[src/rtl/ppa_alu.sv]
// Shared increment-and-compare unit of the allocator sequencer.
// Gives a+1 and whether a+1 is below a limit; no dependencies.
`default_nettype none
module ppa_alu #(
    parameter int W = 8
) (
    input  wire logic [W-1:0] i_a,
    input  wire logic [W-1:0] i_b,
    output logic      [W-1:0] o_sum,
    output logic              o_lt
);

    assign o_sum = i_a + W'(1);
    assign o_lt  = (o_sum < i_b);

endmodule
`default_nettype wire

[config.mk]
export PLATFORM = sky130hd
export DESIGN_NAME = ppa_alu
export DESIGN_NICKNAME = d
export VERILOG_FILES = /design/src/rtl/ppa_alu.sv
export SDC_FILE = /design/constraint.sdc
export NUM_CORES = 1
export LEC_CHECK = 0
export BUFFER_PORTS_ARGS = -buffer_cell sky130_fd_sc_hd__buf_4
export CAP_MARGIN = 30
export CORE_AREA = 2 2 39 41
export DETAILED_ROUTE_END_ITERATION = 8
export DIE_AREA = 0 0 41 43
export PLACE_DENSITY = 0.56
export SYNTH_ARGS = -nofsm -noshare
export SYNTH_HDL_FRONTEND = slang
export SYNTH_SLANG_ARGS = --single-unit
[constraint.sdc]
create_clock -name vclk -period 4.77
set_input_delay 0.477 -clock vclk [all_inputs]
set_output_delay 0.477 -clock vclk [all_outputs]
set_load 0.05 [all_outputs]
Word-level counts from Yosys, hierarchy flattened. Index checks and enable logic that the tools add are counted.

Order comparisons: 1. Add/sub/neg operators: 1.

Operators by type and width (number): $add 8x1->8 const B (1); $lt 8x8->1 (1).

Output and inout port bits: 9. Flip-flop bits (word level): 0. Logic and storage cells: 2. Bits of input ports: 16.

Longest topological paths before layout. Gate-level depths: netlist of the first run.

Depth in word-level cells: 2. Depth in mapped cells: 7. Gate-level depth less buffers: 7.

Least setup slack after synthesis of the first run. No wires, ideal clock.

Path type: input-to-output. From: input port i_a[3]. To: output port o_lt. Required time: 4.293 ns. Path buffers: 0. Cell stages on the path: 7. Path slack: 1.395 ns. Data arrival time: 2.898 ns. Path through: and4_1 -> nand4_1 -> xnor2_1 -> ha_1 -> and3_1 -> a221oi_1 -> o21a_1.

Word-level cells in the longest chain between the ends: 2.

Ends and longest elaborated chain: start, declared (line 7) `input wire logic [W-1:0] i_a,`; $add 8x1->8 (line 13) `assign o_sum = i_a + W'(1);`; net o_sum[7] (line 9) `output logic [W-1:0] o_sum,`; $lt 8x8->1 (line 14) `assign o_lt = (o_sum < i_b);`; end, declared (line 10) `output logic o_lt`.

The timed path passes the listed nets, and every way through them passes these cells.

Worst setup path after layout of the first run.
From: input port i_a[3]. To: output port o_lt.

Word-level cells in the longest chain between the ends: 2.

Ends and longest elaborated chain (line): $add 8x1->8 (13); $lt 8x8->1 (14).

Every way passes these cells.

==> results of run 1 <==
[through the flow]
step | cells | area [um2] | hold slack (ns)
4_1_cts | 79 | 487 | 1.28
3_3_place_gp | 79 | 487 | 1.28
3_5_place_dp | 79 | 487 | 1.28
5_1_grt | 79 | 487 | 1.29
2_1_floorplan | 38 | 279 | 1.13
6_report | 79 | 487 | 1.28
[layout by cell type, fill, tap and decap left out]
cell type and count:
a21o_1 3, a221oi_1 1, nand3_1 3, o21a_1 1, xor2_1 2, and4_1 1, a31oi_1 1, and3_1 1
xnor2_1 4, nor2_1 1, nand4_1 1, buf_4 25, ha_1 8, inv_1 8, nand2_1 3
[layout make-up]
cell class | instances | area share (%)
inverter | 8 | 6.17
multi-input combinational | 30 | 51.2
tap | 16 | 4.11
timing repair buffer | 25 | 38.6
[worst paths after layout]
check	cells after the start	end	slack, ns	from
worst max-delay path	9	o_lt	2.11	i_a[3]
worst min-delay path	3	o_sum[0]	1.28	i_a[0]
[power breakdown]
group | leakage (uW) | internal [uW] | switching, uW
Sequential | 0 | 0 | 0
Combinational | 0.000294 | 27.5 | 40.0
Clock | 0 | 0 | 0
[critical path: stages]
cell and delay, ns:
buf_4 0.10, and4_1 0.23, nand4_1 0.12, xnor2_1 0.21, ha_1 0.27, and3_1 0.16, a221oi_1 0.23, o21a_1 0.17
buf_4 0.19
[cells by family (layout without fill, tap and decap cells)]
logic type,Yosys count,in the layout,synth area share (%)
buf+inv,8,33,10.8
xor+xnor,6,6,18.8
compound gates,6,6,16.1
simple gates,10,10,18.4
fa+ha+maj,8,8,35.9
[metal layers]
layer | wire [um] | vias to the layer above | share of wire [%]
met2 | 326 | 16 | 48
met5 | 0 | - | 0
met4 | 0 | 0 | 0
met3 | 61 | 0 | 9.0
li1 | - | 184 | -
met1 | 293 | 147 | 43
==> run summary, run 1 <==
Power per cell area = 139 nW/um2
Share of cells above drive strength 1 = 39.7%
Synth area leader = ha_1
Routed wire length = 680 um
GR Util met2 = 15.6%
HP Class = in -> out
Met3 usage = 0%
Clock Buffer Count = 0
Iter 0 DRT Violations = 1
Post-CTS Hold Fix Bufs = 0
Seq_cells = 0
Actual slew at the worst max-slew pin = 0.224 ns
Mapped cell area = 279 um2
Met1 Track Usage GR = 14.2%
Startpoint Class = primary input
Vias in the first global route = 332
CP Data Arrival Time = 2.18 ns
Setup crit end kind = output port
N_diodes = 0
Number of iterations in the first detailed-routing pass = 2
Mapped Avg Cell Area = 7.34 um2
Busiest grt layer = met2
Util after Layout = 35.2%
Setup_tns = 0 ns
Wire per inst = 8.61 um
Fillers = 159
Via count = 347
Pwr Total = 67.5 uW
Postcts setup bufs = 0
Yosys top cell area share = 35.9%
I/O Buffers = 25
Crit Path Max Fanout = 4
Rows = 14
Pre-CTS setup slack = 2.08 ns
Seq/Total Area, Yosys = 0%
Largest net degree at the start of global routing = 6
Final worst slack = 2.11 ns
CP required = 4.29 ns
Die X = 41 um
GPL Wtd Cong = 0.628
Initial antenna violation count = 0
Max Fclk = 377 MHz
Detailed Place HPWL = 664 um
CP Class = in -> out
Synth cell types = 14
Static Leak = 0.000294 uW
Initial core utilization = 20.2%
Post-CTS sizing = 0
Slew headroom = 85.1%
Status = complete, no violations
DRC = 0
Final Net Count = 89
Syn-to-layout area delta = 74.4%
Final setup fails = 0
Full die area = 1760 um2
Hold Vio Cnt, Final = 0
Io pins = 25
Yosys Warn Count = 0
Syn Nets = 62
Final Cycle Share = 55.7%
First-pass GRT wire length = 1260 um
Multi-input combinational cell area = 249 um2
Cells after synthesis = 38
Grt ovf = 0
RSZ-0062 raised after global routing = false
Max-slew violations = 0
Drt via density = 4.39
Min Tclk post-route = 2.66 ns
Number of max-cap violations = 0
Die Height = 43 um
Global Route Usage Sum = 9.49%
Register area = 0 um2
Top post-synthesis cells by area = ha_1 36%, xnor2_1 13%, inv_1 11%
Maximum VDD drop = 0.0512 mV
Post-DRT Antenna Nets = 0
Post-synth top cells = 8 x ha_1, 8 x inv_1, 4 x xnor2_1
Total core area = 1380 um2
Power figures use the tool's default switching activity.
==> run 2, diff against run 1 <==
--- a/config.mk
+++ b/config.mk
@@ -10,7 +10,7 @@
 export CORE_AREA = 2 2 39 41
 export DETAILED_ROUTE_END_ITERATION = 8
 export DIE_AREA = 0 0 41 43
-export PLACE_DENSITY = 0.56
+export PLACE_DENSITY = 0.58
 export SYNTH_ARGS = -nofsm -noshare
 export SYNTH_HDL_FRONTEND = slang
 export SYNTH_SLANG_ARGS = --single-unit
==> constraint.sdc (replaced) <==
create_clock -name vclk -period 2.2
set_input_delay 0.22 -clock vclk [all_inputs]
set_output_delay 0.22 -clock vclk [all_outputs]
set_load 0.05 [all_outputs]
==> run 2 against run 1 <==
Compared with the run above: flip-flop and latch count unchanged; critical path depth stayed put; power grew to 2.7 times the previous value; combinational power grew to 2.8 times the previous value; hold slack lost 0.52 ns; via count rose by 5.2%; setup slack worse by 2.1 ns; first-iteration DRC count stayed put; final cell count grew 6.3%; non-clock buffer count increased by 5; global-route usage down 0.15 points.
==> run summary, run 2 (synthesis gave the netlist of run 1 again) <==
Full die area = 1760 um2
Wire per inst = 9.69 um
Detailed Place HPWL = 779 um
Number of max-cap violations = 0
Routed wire length = 814 um
GPL Wtd Cong = 0.659
Io pins = 25
Vias in the first global route = 300
Fin cells = 84
CP required = 1.98 ns
Final Cycle Share = 97.1%
Initial core utilization = 20.2%
Iter 0 DRT Violations = 1
Post-route cell area = 668 um2
Post-DRT Antenna Nets = 0
Seq_cells = 0
CP Class = in -> out
Startpoint Class = primary input
Pwr Total = 186 uW
Slew headroom = 85.2%
Inst Count DP = 84
Status = complete, no violations
Number of iterations in the first detailed-routing pass = 2
Hold Vio Cnt, Final = 0
First-pass GRT wire length = 1200 um
Clock Buffer Count = 0
CP endpoint = o_lt
Max-slew violations = 0
Post-CTS Hold Fix Bufs = 0
Global Route Usage Sum = 9.34%
Power per cell area = 278 nW/um2
Die Height = 43 um
N_diodes = 0
Die X = 41 um
Crit Path Max Fanout = 5
Rows = 14
Share of cells above drive strength 1 = 61.8%
Setup crit end kind = output port
Actual slew at the worst max-slew pin = 0.222 ns
Util after Layout = 48.3%
HP Class = in -> out
Placed Area = 632 um2
Drt via density = 4.35
Via count = 365
Commonest non-fill, non-tap cell in the layout = buf_4
Static Leak = 0.000358 uW
Min Tclk post-route = 2.14 ns
Max Fclk = 468 MHz
Total core area = 1380 um2
Initial antenna violation count = 0
Setup_tns = 0 ns
Grt ovf = 0
Final setup fails = 0
DRC = 0
Commonest cells after routing, fill and taps aside = 25 x buf_4, 8 x inv_1, 7 x ha_1
Postcts setup bufs = 0
Syn-to-layout area delta = 139%
I/O Buffers = 25
Maximum VDD drop = 0.126 mV
Register area = 0 um2
Hold Path Depth = 3
Setup crit start = i_a[0]
RSZ-0062 raised after global routing = true
CP Data Arrival Time = 1.92 ns
Final Net Count = 94
Largest net degree at the start of global routing = 6
==> run 2: repair_timing <==
action	CTS	global route
gates cloned	0	0
endpoints found under the setup margin	1	1
hold endpoints to repair	0	0
pin swaps	0	5
resized for setup	1	9
==> run 2: layout make-up <==
class / count / area (um2)
fillers: 145 / 716
multi-input cells: 30 / 367
well taps: 16 / 20.0
inverters: 8 / 30.0
repair buffers: 30 / 251
==> run 2: worst min-delay path by stage <==
stage | endpoint | slack (ns) | start
after floorplan | o_sum[5] | 0.57 | i_a[5]
after global placement | o_sum[0] | 0.76 | i_a[0]
after detailed placement | o_sum[0] | 0.76 | i_a[0]
after CTS | o_sum[0] | 0.76 | i_a[0]
after global routing | o_sum[0] | 0.77 | i_a[0]
final | o_sum[0] | 0.76 | i_a[0]
==> run 2: critical path, stage by stage <==
cell,delay [ns]
buf_4,0.13
ha_1,0.23
nand2_1,0.16
xnor2_4,0.13
ha_1,0.26
a21o_1,0.19
a221oi_2,0.27
o21a_2,0.19
buf_8,0.14
==> run 2: per-stage QoR <==
stage / hold WS, ns / setup WS, ns
after floorplan: 0.570 / -0.0538
after global placement: 0.756 / 0.00401
after detailed placement: 0.761 / -0.00867
after CTS: 0.761 / 0.00397
after global routing: 0.767 / -0.00763
final: 0.759 / 0.0628
==> run 2: where the power goes <==
part	internal, uW	total [uW]	switching (uW)
logic	86.2	186	99.3
clock network	0	0	0
registers	0	0	0
==> run 2: per-layer routing <==
metal / part of all wire (%) / GRT usage (%) / vias up
li1: - / - / 191
met1: 39 / 11.3 / 157
met2: 51 / 17.8 / 17
met3: 9.8 / 0.524 / 0
met4: 0 / 0 / 0
met5: 0 / 0 / -
==> run 3, diff against run 2 <==
--- a/config.mk
+++ b/config.mk
@@ -7,10 +7,12 @@
 export LEC_CHECK = 0
 export BUFFER_PORTS_ARGS = -buffer_cell sky130_fd_sc_hd__buf_4
 export CAP_MARGIN = 30
-export CORE_AREA = 2 2 39 41
+export CELL_PAD_IN_SITES_DETAIL_PLACEMENT = 1
+export CELL_PAD_IN_SITES_GLOBAL_PLACEMENT = 2
+export CORE_AREA = 2 2 44 46
 export DETAILED_ROUTE_END_ITERATION = 8
-export DIE_AREA = 0 0 41 43
-export PLACE_DENSITY = 0.58
+export DIE_AREA = 0 0 46 48
+export PLACE_DENSITY = 0.84
 export SYNTH_ARGS = -nofsm -noshare
 export SYNTH_HDL_FRONTEND = slang
 export SYNTH_SLANG_ARGS = --single-unit
==> run 3 against run 2 <==
Compared with the run above: clock-buffer cell count unchanged; utilization fell by 9.7 points; die area grew 25%; critical path depth unchanged; final cell count is 1.2% lower; global-route usage is 0.73 points lower; setup slack better by 0.043 ns; sequential share of layout area stayed put; combinational power about the same; critical path type unchanged; critical endpoint unchanged; largest cell class unchanged.
==> run summary, run 3 (synthesis gave the netlist of run 1 again) <==
Setup_tns = 0 ns
Number of iterations in the first detailed-routing pass = 1
I/O Buffers = 25
CP required = 1.98 ns
Fillers = 206
Initial core utilization = 16.5%
Util after Layout = 38.6%
Crit Path Max Fanout = 4
Startpoint Class = primary input
Power per cell area = 284 nW/um2
Die Height = 48 um
HP Class = in -> out
Actual slew at the worst max-slew pin = 0.220 ns
Clock Buffer Count = 0
Wire per inst = 10.4 um
Highest metal used = met3
Final worst slack = 0.106 ns
N_diodes = 0
WL met1 = 352 um
Slew headroom = 85.3%
CP Class = in -> out
Placed Area = 603 um2
Seq_cells = 0
Final Net Count = 92
Die X = 46 um
First-pass GRT wire length = 1430 um
Final setup fails = 0
Met3 wire length = 69 um
Number of max-cap violations = 0
Io pins = 25
Drt via density = 4.36
Register area = 0 um2
Met2 wire length = 445 um
Min Tclk post-route = 2.09 ns
Iter 0 DRT Violations = 0
Global Route Usage Sum = 8.61%
Via count = 362
Post-DRT Antenna Nets = 0
Setup crit end kind = output port
Vias in the first global route = 340
Static Leak = 0.000344 uW
Maximum VDD drop = 0.128 mV
Detailed Place HPWL = 801 um
Rows = 15
GPL Wtd Cong = 0.690
Post-route cell area = 652 um2
Syn-to-layout area delta = 134%
Status = complete, no violations
Full die area = 2210 um2
Total core area = 1690 um2
Routed wire length = 867 um
DRC = 0
Hold Vio Cnt, Final = 0
Largest net degree at the start of global routing = 6
Commonest cells after routing, fill and taps aside = 24 x buf_4, 8 x inv_1, 6 x ha_1
Grt ovf = 0
Multi-input combinational cell area = 372 um2
Max Fclk = 478 MHz
RSZ-0062 raised after global routing = false
Initial antenna violation count = 0
Final Cycle Share = 95.2%
Pre-CTS setup slack = 0.00969 ns
Max-slew violations = 0
CP Data Arrival Time = 1.87 ns
Share of cells above drive strength 1 = 63.6%
Commonest non-fill, non-tap cell in the layout = buf_4
[run 3: cell types whose count changed in the layout (fill, tap and decap cells not counted)]
cell,change
buf_8,-1
ha_2,+1
nand2_2,+1
buf_4,-1
ha_1,-1
nand2_1,-1
[run 3: final timing paths]
path | startpoint | to | slack [ns] | cells past startpoint
max | i_a[3] | o_lt | 0.11 | 9
min | i_a[0] | o_sum[0] | 0.76 | 3
[run 3: per-layer routing]
metal,global-route usage [%],vias to the layer above
li1,-,186
met1,11.8,159
met2,16.1,17
met3,0,0
met4,0,0
met5,0,-
[run 3: worst max-delay path, stage by stage]
cell and delay [ns]:
buf_6 0.09, and4_4 0.23, nand4_1 0.20, xnor2_4 0.23, ha_4 0.23, and3_4 0.15, a221oi_2 0.22, o21a_2 0.18
buf_8 0.14
[run 3: repair_timing]
| item | in CTS | in global routing |
|---|---|---|
| gates resized for setup | 0 | 10 |
| hold buffers | 0 | 0 |
| setup endpoints to repair | 0 | 1 |
| buffers inserted | 0 | 2 |
[run 3: final cells by class]
cell class / instances / share of cell area [%]
repair buffers: 28 / 35.1
multi-input cells: 30 / 57.0
well taps: 17 / 3.26
inverters: 8 / 4.61
[run 3: where the power goes]
group	total (uW)	switching, uW	internal (uW)
Combinational	185	100	84.8
Clock	0	0	0
Sequential	0	0	0
Total	185	100	84.8
[run 3: metrics by stage]
stage          total power (uW)  hold WS (ns)  instances
2_1_floorplan               110         0.570         38
3_3_place_gp                172         0.762         81
3_5_place_dp                175         0.766         81
4_1_cts                     175         0.766         81
5_1_grt                     200         0.778         83
6_report                    185         0.764         83
