--- src/rtl/ppa_ram.sv ---
// Generic single-write, single-read RAM with registered read data.
// No dependencies.
`default_nettype none
module ppa_ram #(
    parameter int WIDTH = 16,
    parameter int DEPTH = 16
) (
    input  wire logic                     i_clk,
    input  wire logic                     i_we,
    input  wire logic [$clog2(DEPTH)-1:0] i_waddr,
    input  wire logic [WIDTH-1:0]         i_wdata,
    input  wire logic [$clog2(DEPTH)-1:0] i_raddr,
    output logic      [WIDTH-1:0]         o_rdata
);

    logic [WIDTH-1:0] r_mem [DEPTH];

    always_ff @(posedge i_clk) begin
        if (i_we) begin
            r_mem[i_waddr] <= i_wdata;
        end
        o_rdata <= r_mem[i_raddr];
    end

endmodule
`default_nettype wire

--- config.mk ---
export PLATFORM = sky130hd
export DESIGN_NAME = ppa_ram
export DESIGN_NICKNAME = d
export VERILOG_FILES = /design/src/rtl/ppa_ram.sv
export SDC_FILE = /design/constraint.sdc
export NUM_CORES = 1
export LEC_CHECK = 0
export BUFFER_PORTS_ARGS = -buffer_cell sky130_fd_sc_hd__buf_4
export CAP_MARGIN = 15
export CORE_UTILIZATION = 50
export CTS_BUF_LIST = sky130_fd_sc_hd__clkbuf_4 sky130_fd_sc_hd__clkbuf_8
export DETAILED_ROUTE_END_ITERATION = 6
export MAX_ROUTING_LAYER = met4
export PLACE_DENSITY = 0.67
export SLEW_MARGIN = 40
export SYNTH_ARGS = -nofsm -noshare
export SYNTH_HDL_FRONTEND = slang
export SYNTH_SLANG_ARGS = --single-unit
--- constraint.sdc ---
create_clock -name i_clk -period 2.9 [get_ports i_clk]
set_input_delay 0.145 -clock i_clk [delete_from_list [all_inputs] [get_ports i_clk]]
set_output_delay 0.145 -clock i_clk [all_outputs]
set_load 0.005 [all_outputs]
; Yosys cells after proc, flatten, opt, wreduce, memory -nomap -nowiden
; Memory sizes are Yosys's and may differ from the RTL's. A register that Yosys moved wholly into a read port is not among the register bits.
; Cells that the tools add are included.
[word_totals]
mem_count = 1
in_bits = 26
out_inout_bits = 16
wordCells = 3
ramBits = 256
regBits = 0
[classes]
muxes = 2
[memory_table]
columns = name, depth, width, rd, rd_ports_with_merged_regs, wr, line_no
row1 = r_mem, 16, 16, 1, 1, 1, 16  ; logic [WIDTH-1:0] r_mem [DEPTH];
[op_table]
columns = operator, n
row1 = $mux 1, 2

; Longest topological paths before layout
; Gate-level depths: netlist of the first run.
[logic_depth]
depth_word = 2
ltp_mapped = 5
ltp_nobuf = 3

; Least setup slack after synthesis of the first run
; Ideal clock, no wire load.
[synth_path]
kind = in2reg
startpoint = input port i_waddr[2]
endpoint = memory r_mem[0][0] (enable)
required_ns = 2.491
path_slack_ns = 0.700
path_buffers = 0
setup_ns = 0.409
arrival_time_ns = 1.791
cell_stages = 2
path_cell_list = or3b_2 nor3_1
[synth_lines]
columns = element, line_no
row1 = start: declaration, 10  ; input wire logic [$clog2(DEPTH)-1:0] i_waddr,
row2 = end: declaration, 16
; Straight into the memory's write port.

; Worst setup path after layout of the first run
[layout_path]
startpoint = input port i_waddr[2]
endpoint = memory r_mem[9][6] (enable)
; Straight into the memory's write port.

==> results.txt, run 1 <==
status = completed
r2r startpoint = r_mem[1][1]
average wire per standard cell = 24.78 um
Clock Sinks = 272
Req. time, crit path = 3.11 ns
Placeable Area = 0.01959 mm2
Die X = 143.7 um
Design Power = 8.022 mW
fin crit period = 1.382 ns
reg2reg end = o_rdata[1]
PortBufs = 41
Post-Route WL = 20790 um
htree depth = 2
Final Cycle Share = 0.4767
uppermost layer routed = met4
DP HPWL = 11400 um
final hold violation count = 0
crit start category = input port
vias in the first global route = 5082
GR Overflow Total = 0
CP Launch Point = i_waddr[2]
Hold Slack = 0.1892 ns
post-synthesis cell type count = 19
RSZ-0062 raised after global routing = no
WP data arrival = 1.59 ns
Critical Path End Type = flip-flop
Final setup viols = 0
Hold Path Sink = r_mem[12][7]
standard-cell rows = 51
Slew HR = 0.5067
Max Cap Viol = 0
number of CTS-inserted buffers = 43
Final ANT Viol Nets = 0
share of cells above drive strength 1 = 0.3676
met3 wire len = 1316 um
Final Cell Area = 0.01188 mm2
commonest cells after routing, fill and taps aside = edfxtp_1, buf_4, mux4_2
vias post-DR = 4891
CTS root buffer = clkbuf_8
Hold Path Origin = i_waddr[0]
Peak Freq = 723.4 MHz
ranking of synthesized cells by area = edfxtp_1, mux4_2, dfxtp_1, mux4_1, a22oi_1
Initial Util = 0.5127
HP Class = in2reg
Post-Syn Nets = 458
dpl cell area = 0.01085 mm2
mean post-synth cell area = 23.25 um2
die area = 0.02066 mm2
GP Congestion = 0.7609
sequential share of the synthesized area = 0.7973
synthesis-to-finish area growth = 18.24%
CTS tree = yes
CP Max Fanout = 9
DR pass1 iterations = 5
Yosys top cell by area = edfxtp_1
num ports = 42
drt via density = 5.830
maximum clock path buffer count = 3
# DRC = 0
ANT cells = 0
pin count of the biggest net entering global routing = 40
Least-Margin Pin Slew = 0.7392 ns
Nets = 566
Worst-Skew Late Latency = 0.53 ns
fill count = 1395
Synth Register Bits = 272
Setup CP Type = in2reg
Reg clk slew, reported paths = 0.06 ns
most common cell after layout, fill and taps aside = edfxtp_1
fin. max-slew vios = 0
Die Ht = 143.7 um
Reg2Reg Depth = 3
Met1 Routed Length = 9318 um
Mapped Area = 0.01004 mm2
post-synth top area share = 0.7654
R2R setup slack = 1.52 ns
Leak Pwr = 3.957 nW
Syn. warnings = 0
clock skew = 0.01817 ns
Iter 0 DRT Violations = 446
gr usage total = 0.2223
met2 wire len = 9770 um
antenna violations before repair = 0
worst vdd ir = 300.9 uV
PwrDens = 675.5 mW/mm2
Cells after Synth = 432
worst hold path depth = 3
Final TNS setup = 0 ns
first-pass GRT wire length = 31090 um
-- state kept, by name, summed over array words and instances (netlist names) --
signal,cells
r_mem,256
o_rdata,16
-- how the worst max path moves through the flow --
stage	to	depth (start not counted)
after floorplan	r_mem[0][0]	2
after global placement	r_mem[3][3]	4
after detailed placement	r_mem[9][6]	4
after CTS	o_rdata[1]	3
after global routing	o_rdata[1]	3
final	r_mem[9][6]	4
-- cell usage after synthesis --
master and count:
buf_6 4, mux4_2 54, dfxtp_1 16, a22oi_1 32, mux4_1 10, nand2b_1 2
nand2_1 17, nand3b_1 2, clkbuf_1 8, buf_4 3, and2_1 1, nor2b_1 2
or3b_2 1, nand3_1 1, nor3_1 4, buf_2 3, buf_1 3, edfxtp_1 256
nor2_1 13
-- layout make-up --
type                    instances  area (um2)  area share
flip-flops and latches        272        8008      0.6743
clock buffers                  64       799.5     0.06733
repair buffers                 84       708.2     0.05964
clock inverters                15       65.06    0.005479
multi-input cells             139        1963      0.1653
well taps                     265       331.6     0.02792
-- routing by layer --
metal	global-route usage	up-vias
met2	0.3278	190
li1	-	2059
met3	0.05065	31
met5	-	-
met1	0.3118	2611
met4	0.06719	0
-- what timing repair did --
item	CTS	global route
hold endpoints to repair	256	0
endpoints found under the setup margin	0	0
setup buffers	0	0
hold buffers	16	0
resized for setup	0	0
-- kinds of logic (layout without fill, tap and decap cells) --
| logic type | count (synthesis) | after routing | synth area share |
|---|---|---|---|
| buffers and inverters | 21 | 163 | 0.01233 |
| AO/OA/AOI/OAI | 32 | 32 | 0.02392 |
| flip-flops | 272 | 272 | 0.7973 |
| multiplexers | 64 | 64 | 0.1473 |
| AND/OR/NAND/NOR | 43 | 43 | 0.01918 |
-- stage by stage --
stage                     instances    util  setup WS [ns]
final                           839  0.6062          1.518
after global routing            839  0.6062          1.478
after CTS                       839  0.6062          1.550
after detailed placement        744  0.5539         0.9833
after global placement          744  0.5538          1.039
after floorplan                 432       -         0.6999
-- worst max-delay path: stages --
cell      delay (ns)
buf_4           0.12
nand3b_1        0.29
nor2_2          0.66
buf_4           0.37
-- where the power goes --
| group | leakage [nW] | switching (mW) | internal (mW) |
|---|---|---|---|
| registers | 2.45 | 0.0274 | 4.40 |
| clock network | 0.466 | 1.41 | 1.77 |
| logic | 1.04 | 0.225 | 0.204 |
No activity file was read; power rests on OpenSTA's default activity.
==> run 2: changes to the inputs <==
Clock period 2.9 ns to 1.3 ns, I/O delays scaled along.
==> run 2 against run 1 <==
Compared with the run above: first-iteration DRC count fell by 4.3%; register-to-register slack got worse by 1.5 ns; count of clock-buffer cells in the layout decreased by 3; critical path depth shrank 1; sequential power is 120% higher; largest cell class unchanged.
==> results.txt, run 2 (synthesis gave the netlist of run 1 again) <==
Req. time, crit path = 1.71 ns (-1.40 ns)
fin. max-slew vios = 0 (unchanged)
Critical Path End Type = flip-flop
slowest stage delay, CP = 0.52 ns (-0.14 ns)
setup ws final = 0.02954 ns (-1.488 ns)
status = completed
final hold violation count = 0 (unchanged)
standard-cell rows = 51 (unchanged)
pre-CTS setup slack = -0.1435 ns (-1.127 ns)
Post-Route WL = 20230 um (-2.7%)
synthesis-to-finish area growth = 20.54%
CP Launch Point = r_mem[2][4]
PortBufs = 41 (unchanged)
max reg flops = 256 (unchanged)
Initial Util = 0.5127 (unchanged)
Setup Buffers After CTS = 0 (unchanged)
CP Max Fanout = 1 (-8)
R2R setup slack = 0.03 ns (-1.49 ns)
share of cells above drive strength 1 = 0.3853 (+0.01769)
Die X = 143.7 um (unchanged)
final cell count without fillers = 836 (-0.36%)
vias post-DR = 4725 (-3.4%)
Max Cap Viol = 0 (unchanged)
CTS root buffer = clkbuf_8
Final Cell Area = 0.01211 mm2 (+1.9%)
num ports = 42 (unchanged)
PwrDens = 1436 mW/mm2 (+110%)
HP Class = in2reg
slowest CP cell = mux4_1
number of CTS-inserted buffers = 41 (-4.7%)
placed cell count = 750 (+0.81%)
Setup CP Type = reg2reg
Placeable Area = 0.01959 mm2 (unchanged)
Final ANT Viol Nets = 0 (unchanged)
CP bufs+invs = 0 (-2)
DR pass1 iterations = 4 (-1)
clock skew = 0.01894 ns (+0.0007634 ns)
Slew HR = 0.7687 (+0.2621)
Nets = 570 (+0.71%)
Hold Path Origin = i_raddr[3]
fill count = 1374 (-1.5%)
crit start category = flip-flop
CTS tree = yes
Least-Margin Pin Slew = 0.3469 ns (-0.3923 ns)
largest register by flop count = r_mem
Die Ht = 143.7 um (unchanged)
# DRC = 0 (unchanged)
drt via density = 5.652 (-3.0%)
crit-path cells = mux4_1 -> a22oi_2 -> nand2_1
pin count of the biggest net entering global routing = 30 (-25%)
r2r startpoint = r_mem[2][4]
Final Cycle Share = 0.9773
antenna violations before repair = 0 (unchanged)
gr usage total = 0.2127 (-0.009566)
Leak Pwr = 3.994 nW (+0.93%)
most common cell after layout, fill and taps aside = edfxtp_1
GP Congestion = 0.7227 (-5.0%)
Peak Freq = 787.1 MHz
first-pass GRT wire length = 29590 um (-4.8%)
Worst-Skew Late Latency = 0.53 ns (about the same)
die area = 0.02066 mm2 (unchanged)
commonest cells after routing, fill and taps aside = edfxtp_1, mux4_2, buf_4
Final setup viols = 0 (unchanged)
Worst path top cell family by delay = multiplexers
WP data arrival = 1.68 ns (+0.09 ns)
Reg clk slew, reported paths = 0.06 ns (about the same)
biggest regs = r_mem x256, o_rdata x16
DP HPWL = 10590 um (-7.1%)
GR Overflow Total = 0 (unchanged)
maximum clock path buffer count = 3 (unchanged)
ANT cells = 0 (unchanged)
dpl cell area = 0.01116 mm2 (+2.8%)
fin crit period = 1.270 ns
average wire per standard cell = 24.20 um (-2.3%)
Final TNS setup = 0 ns (unchanged)
worst vdd ir = 768.4 uV (+160%)
Clock Sinks = 272 (unchanged)
htree depth = 2 (unchanged)
RSZ-0062 raised after global routing = yes
vias in the first global route = 5007 (-1.5%)
Iter 0 DRT Violations = 427 (-4.3%)
fin util = 0.6180 (+0.01182)
## run 2: cell types whose count changed in the layout (fill, tap and decap cells not counted), sizes merged
cell    previous run  this run
clkbuf            64        61
inv                0         1
buf               68        74
clkinv            15         8
## run 2: worst reg2reg max path, stage by stage, from the launching register on
cell      delay [ns]
edfxtp_1        0.36
mux4_1          0.52
a22oi_2         0.21
nand2_1         0.07
## run 2: final timing paths
path,to,cells after the start
max,o_rdata[4],3
min,o_rdata[12],5
max reg2reg,o_rdata[4],3
min reg2reg,o_rdata[7],3
## run 2: where the power goes
| group | internal, mW | total, mW | switching (mW) |
|---|---|---|---|
| sequential | 9.80 | 9.86 | 0.0576 |
| combinational | 0.512 | 1.02 | 0.512 |
| clock | 3.53 | 6.50 | 2.97 |
## run 2: layout make-up
cell class,instances,area [um2],area share
Tap cell,265,331.6,0.02739
Clock buffer,61,720.7,0.05953
Timing Repair Buffer,90,991.0,0.08185
Multi-Input combinational cell,139,2013,0.1663
Clock inverter,9,42.54,0.003514
Sequential cell,272,8008,0.6614
## run 2: metal layers
layer / GRT usage / routed length (um) / vias to the layer above
met1: 0.2855 / 8176 / 2445
li1: - / - / 2063
met4: 0.07503 / 335 / 0
met3: 0.03665 / 1571 / 32
met2: 0.3316 / 10140 / 185
met5: - / 0 / -
## run 2: through the flow
| stage | hold WS [ns] | total power [mW] |
|---|---|---|
| 5_1_grt | 0.1637 | 17.92 |
| 3_5_place_dp | 0.3657 | 11.03 |
| 2_1_floorplan | 0.1639 | 10.52 |
| 6_report | 0.1630 | 17.38 |
| 3_3_place_gp | 0.3507 | 11.00 |
| 4_1_cts | 0.1367 | 17.53 |
## run 2: timing repair
item,4_1_cts,5_1_grt
gates resized for setup,0,10
hold endpoints to repair,256,0
setup endpoints to repair,0,7
hold buffers,16,0
==> run 3: changes to the inputs <==
Settings changed: CELL_PAD_IN_SITES_DETAIL_PLACEMENT from default to 0, CELL_PAD_IN_SITES_GLOBAL_PLACEMENT from default to 2, PLACE_DENSITY 0.67 to default, PLACE_DENSITY_LB_ADDON from default to 0.1.
==> run 3 against run 2 <==
Compared with the run above: via count rose by 1.7%; non-clock buffer count is 10 higher; sequential cell count stayed put; sequential power is essentially flat; largest power group unchanged; highest routed layer unchanged.
==> results.txt, run 3 (synthesis gave the netlist of run 1 again) <==
CP bufs+invs = 0 (unchanged)
PortBufs = 41 (unchanged)
# DRC = 0 (unchanged)
switching power = 3.684 mW (+4.2%)
PwrDens = 1454 mW/mm2 (+1.2%)
CP Max Fanout = 1 (unchanged)
HP Class = in2reg
GP Congestion = 0.7033 (-2.7%)
DR pass1 iterations = 4 (unchanged)
share of cells above drive strength 1 = 0.3879 (+0.002569)
Die Ht = 143.7 um (unchanged)
commonest cells after routing, fill and taps aside = edfxtp_1, buf_4, mux4_2
DP HPWL = 11680 um (+10%)
slowest stage delay, CP = 0.48 ns (-0.04 ns)
Final ANT Viol Nets = 0 (unchanged)
Reg2Reg Depth = 3 (unchanged)
Critical Path End Type = flip-flop
CTS tree = yes
status = completed
Worst-Skew Late Latency = 0.54 ns (about the same)
Register Area = 0.008008 mm2 (unchanged)
maximum clock path buffer count = 3 (unchanged)
Switching Fraction = 0.2075 (+0.004117)
pin count of the biggest net entering global routing = 28 (-6.7%)
Least-Margin Pin Slew = 0.8293 ns (+0.4824 ns)
Setup CP Type = reg2reg
crit start category = flip-flop
antenna violations before repair = 0 (unchanged)
final hold violation count = 0 (unchanged)
Req. time, crit path = 1.71 ns (about the same)
drt via density = 5.600 (-0.91%)
area of the multi-input gates = 0.002016 mm2 (+0.12%)
CTS root buffer = clkbuf_8
Iter 0 DRT Violations = 338 (-21%)
worst hold path depth = 4 (-1)
RSZ-0062 raised after global routing = no
GR Overflow Total = 0 (unchanged)
Post-Route WL = 20350 um (+0.60%)
Max Cap Viol = 0 (unchanged)
average wire per standard cell = 23.72 um (-2.0%)
WP depth = 3 (unchanged)
Placeable Area = 0.01959 mm2 (unchanged)
Clock Sinks = 272 (unchanged)
worst vdd ir = 754.0 uV (-1.9%)
WP data arrival = 1.65 ns (-0.03 ns)
fin. max-slew vios = 0 (unchanged)
fin util = 0.6236 (+0.005557)
Flop pwr share = 0.556 (-0.011)
most common cell after layout, fill and taps aside = edfxtp_1
max reg flops = 256 (unchanged)
Final Cycle Share = 0.9574 (-0.01983)
slowest CP cell = mux4_2
standard-cell rows = 51 (unchanged)
synthesis-to-finish area growth = 21.63%
R2R setup slack = 0.06 ns (+0.03 ns)
vias in the first global route = 5074 (+1.3%)
Clk pwr share = 0.386 (+0.012)
fill count = 1402 (+2.0%)
Nets = 583 (+2.3%)
gr usage total = 0.2204 (+0.007746)
crit-path cells = mux4_2 -> a22oi_2 -> nand2_1
Worst path top cell family by delay = multiplexers
first-pass GRT wire length = 30780 um (+4.0%)
Die X = 143.7 um (unchanged)
die area = 0.02066 mm2 (unchanged)
ANT cells = 0 (unchanged)
Final TNS setup = 0 ns (unchanged)
vias post-DR = 4805 (+1.7%)
Leak Pwr = 4.072 nW (+2.0%)
Peak Freq = 803.4 MHz (+2.1%)
fin crit period = 1.245 ns (-0.02578 ns)
number of CTS-inserted buffers = 44 (+7.3%)
clock skew = 0.01505 ns (-0.003890 ns)
Final setup viols = 0 (unchanged)
Slew HR = 0.4460 (-0.3227)
Reg clk slew, reported paths = 0.06 ns (about the same)
largest register by flop count = r_mem
htree depth = 2 (unchanged)
biggest regs = r_mem x256, o_rdata x16
internal power = 14.07 mW (+1.6%)
num ports = 42 (unchanged)
Initial Util = 0.5127 (unchanged)
combinational share of power = 0.058 (about the same)
==> run 3: area by class of cell <==
class	count	share of cell area
sequential	272	0.6555
multi-input combinational	139	0.1650
timing repair buffer	100	0.08317
clock buffer	61	0.06156
tap	265	0.02714
clock inverter	21	0.007580
==> run 3: final timing paths <==
path | start | end
max | r_mem[10][13] | o_rdata[13]
max reg2reg | r_mem[10][13] | o_rdata[13]
min | i_raddr[2] | o_rdata[9]
min reg2reg | r_mem[12][6] | o_rdata[6]
==> run 3: power by group through the flow <==
stage	logic [mW]	clock network, mW	registers, mW
floorplan	0.487	0	10.0
global placement	0.981	0	10.0
detailed placement	0.999	0	10.0
CTS	1.04	7.07	9.87
global route	1.11	7.47	9.88
finish	1.03	6.86	9.87
==> run 3: per-stage QoR <==
stage | worst slack [ns] | cells | instance area, um2 | hold WS (ns) | power (mW)
floorplan | -0.2860 | 432 | 10100 | 0.1639 | 10.52
global placement | -0.1803 | 760 | 11180 | 0.3539 | 11.02
detailed placement | -0.1824 | 760 | 11180 | 0.3631 | 11.05
CTS | 0.002987 | 858 | 12190 | 0.07461 | 17.98
global route | 0.002707 | 858 | 12220 | 0.09157 | 18.46
finish | 0.05532 | 858 | 12220 | 0.1012 | 17.76
==> run 3: tightest hold or removal path, cell delays in order <==
cell and delay (ns):
buf_4 0.08, nor2b_1 0.16, a22oi_1 0.21, nand2_1 0.06
==> run 3: what timing repair did <==
item | CTS | global route
resized for setup | 0 | 7
hold endpoints to repair | 256 | 0
buffers inserted | 0 | 0
setup endpoints to repair | 0 | 6
hold buffers | 16 | 0
==> run 3: routing by layer <==
metal	vias to the layer above	routed length (um)	global-route usage
met2	137	9888	0.3362
met4	0	308	0.06663
li1	2103	-	-
met1	2542	9090	0.3049
met3	23	1062	0.04165
met5	-	0	-
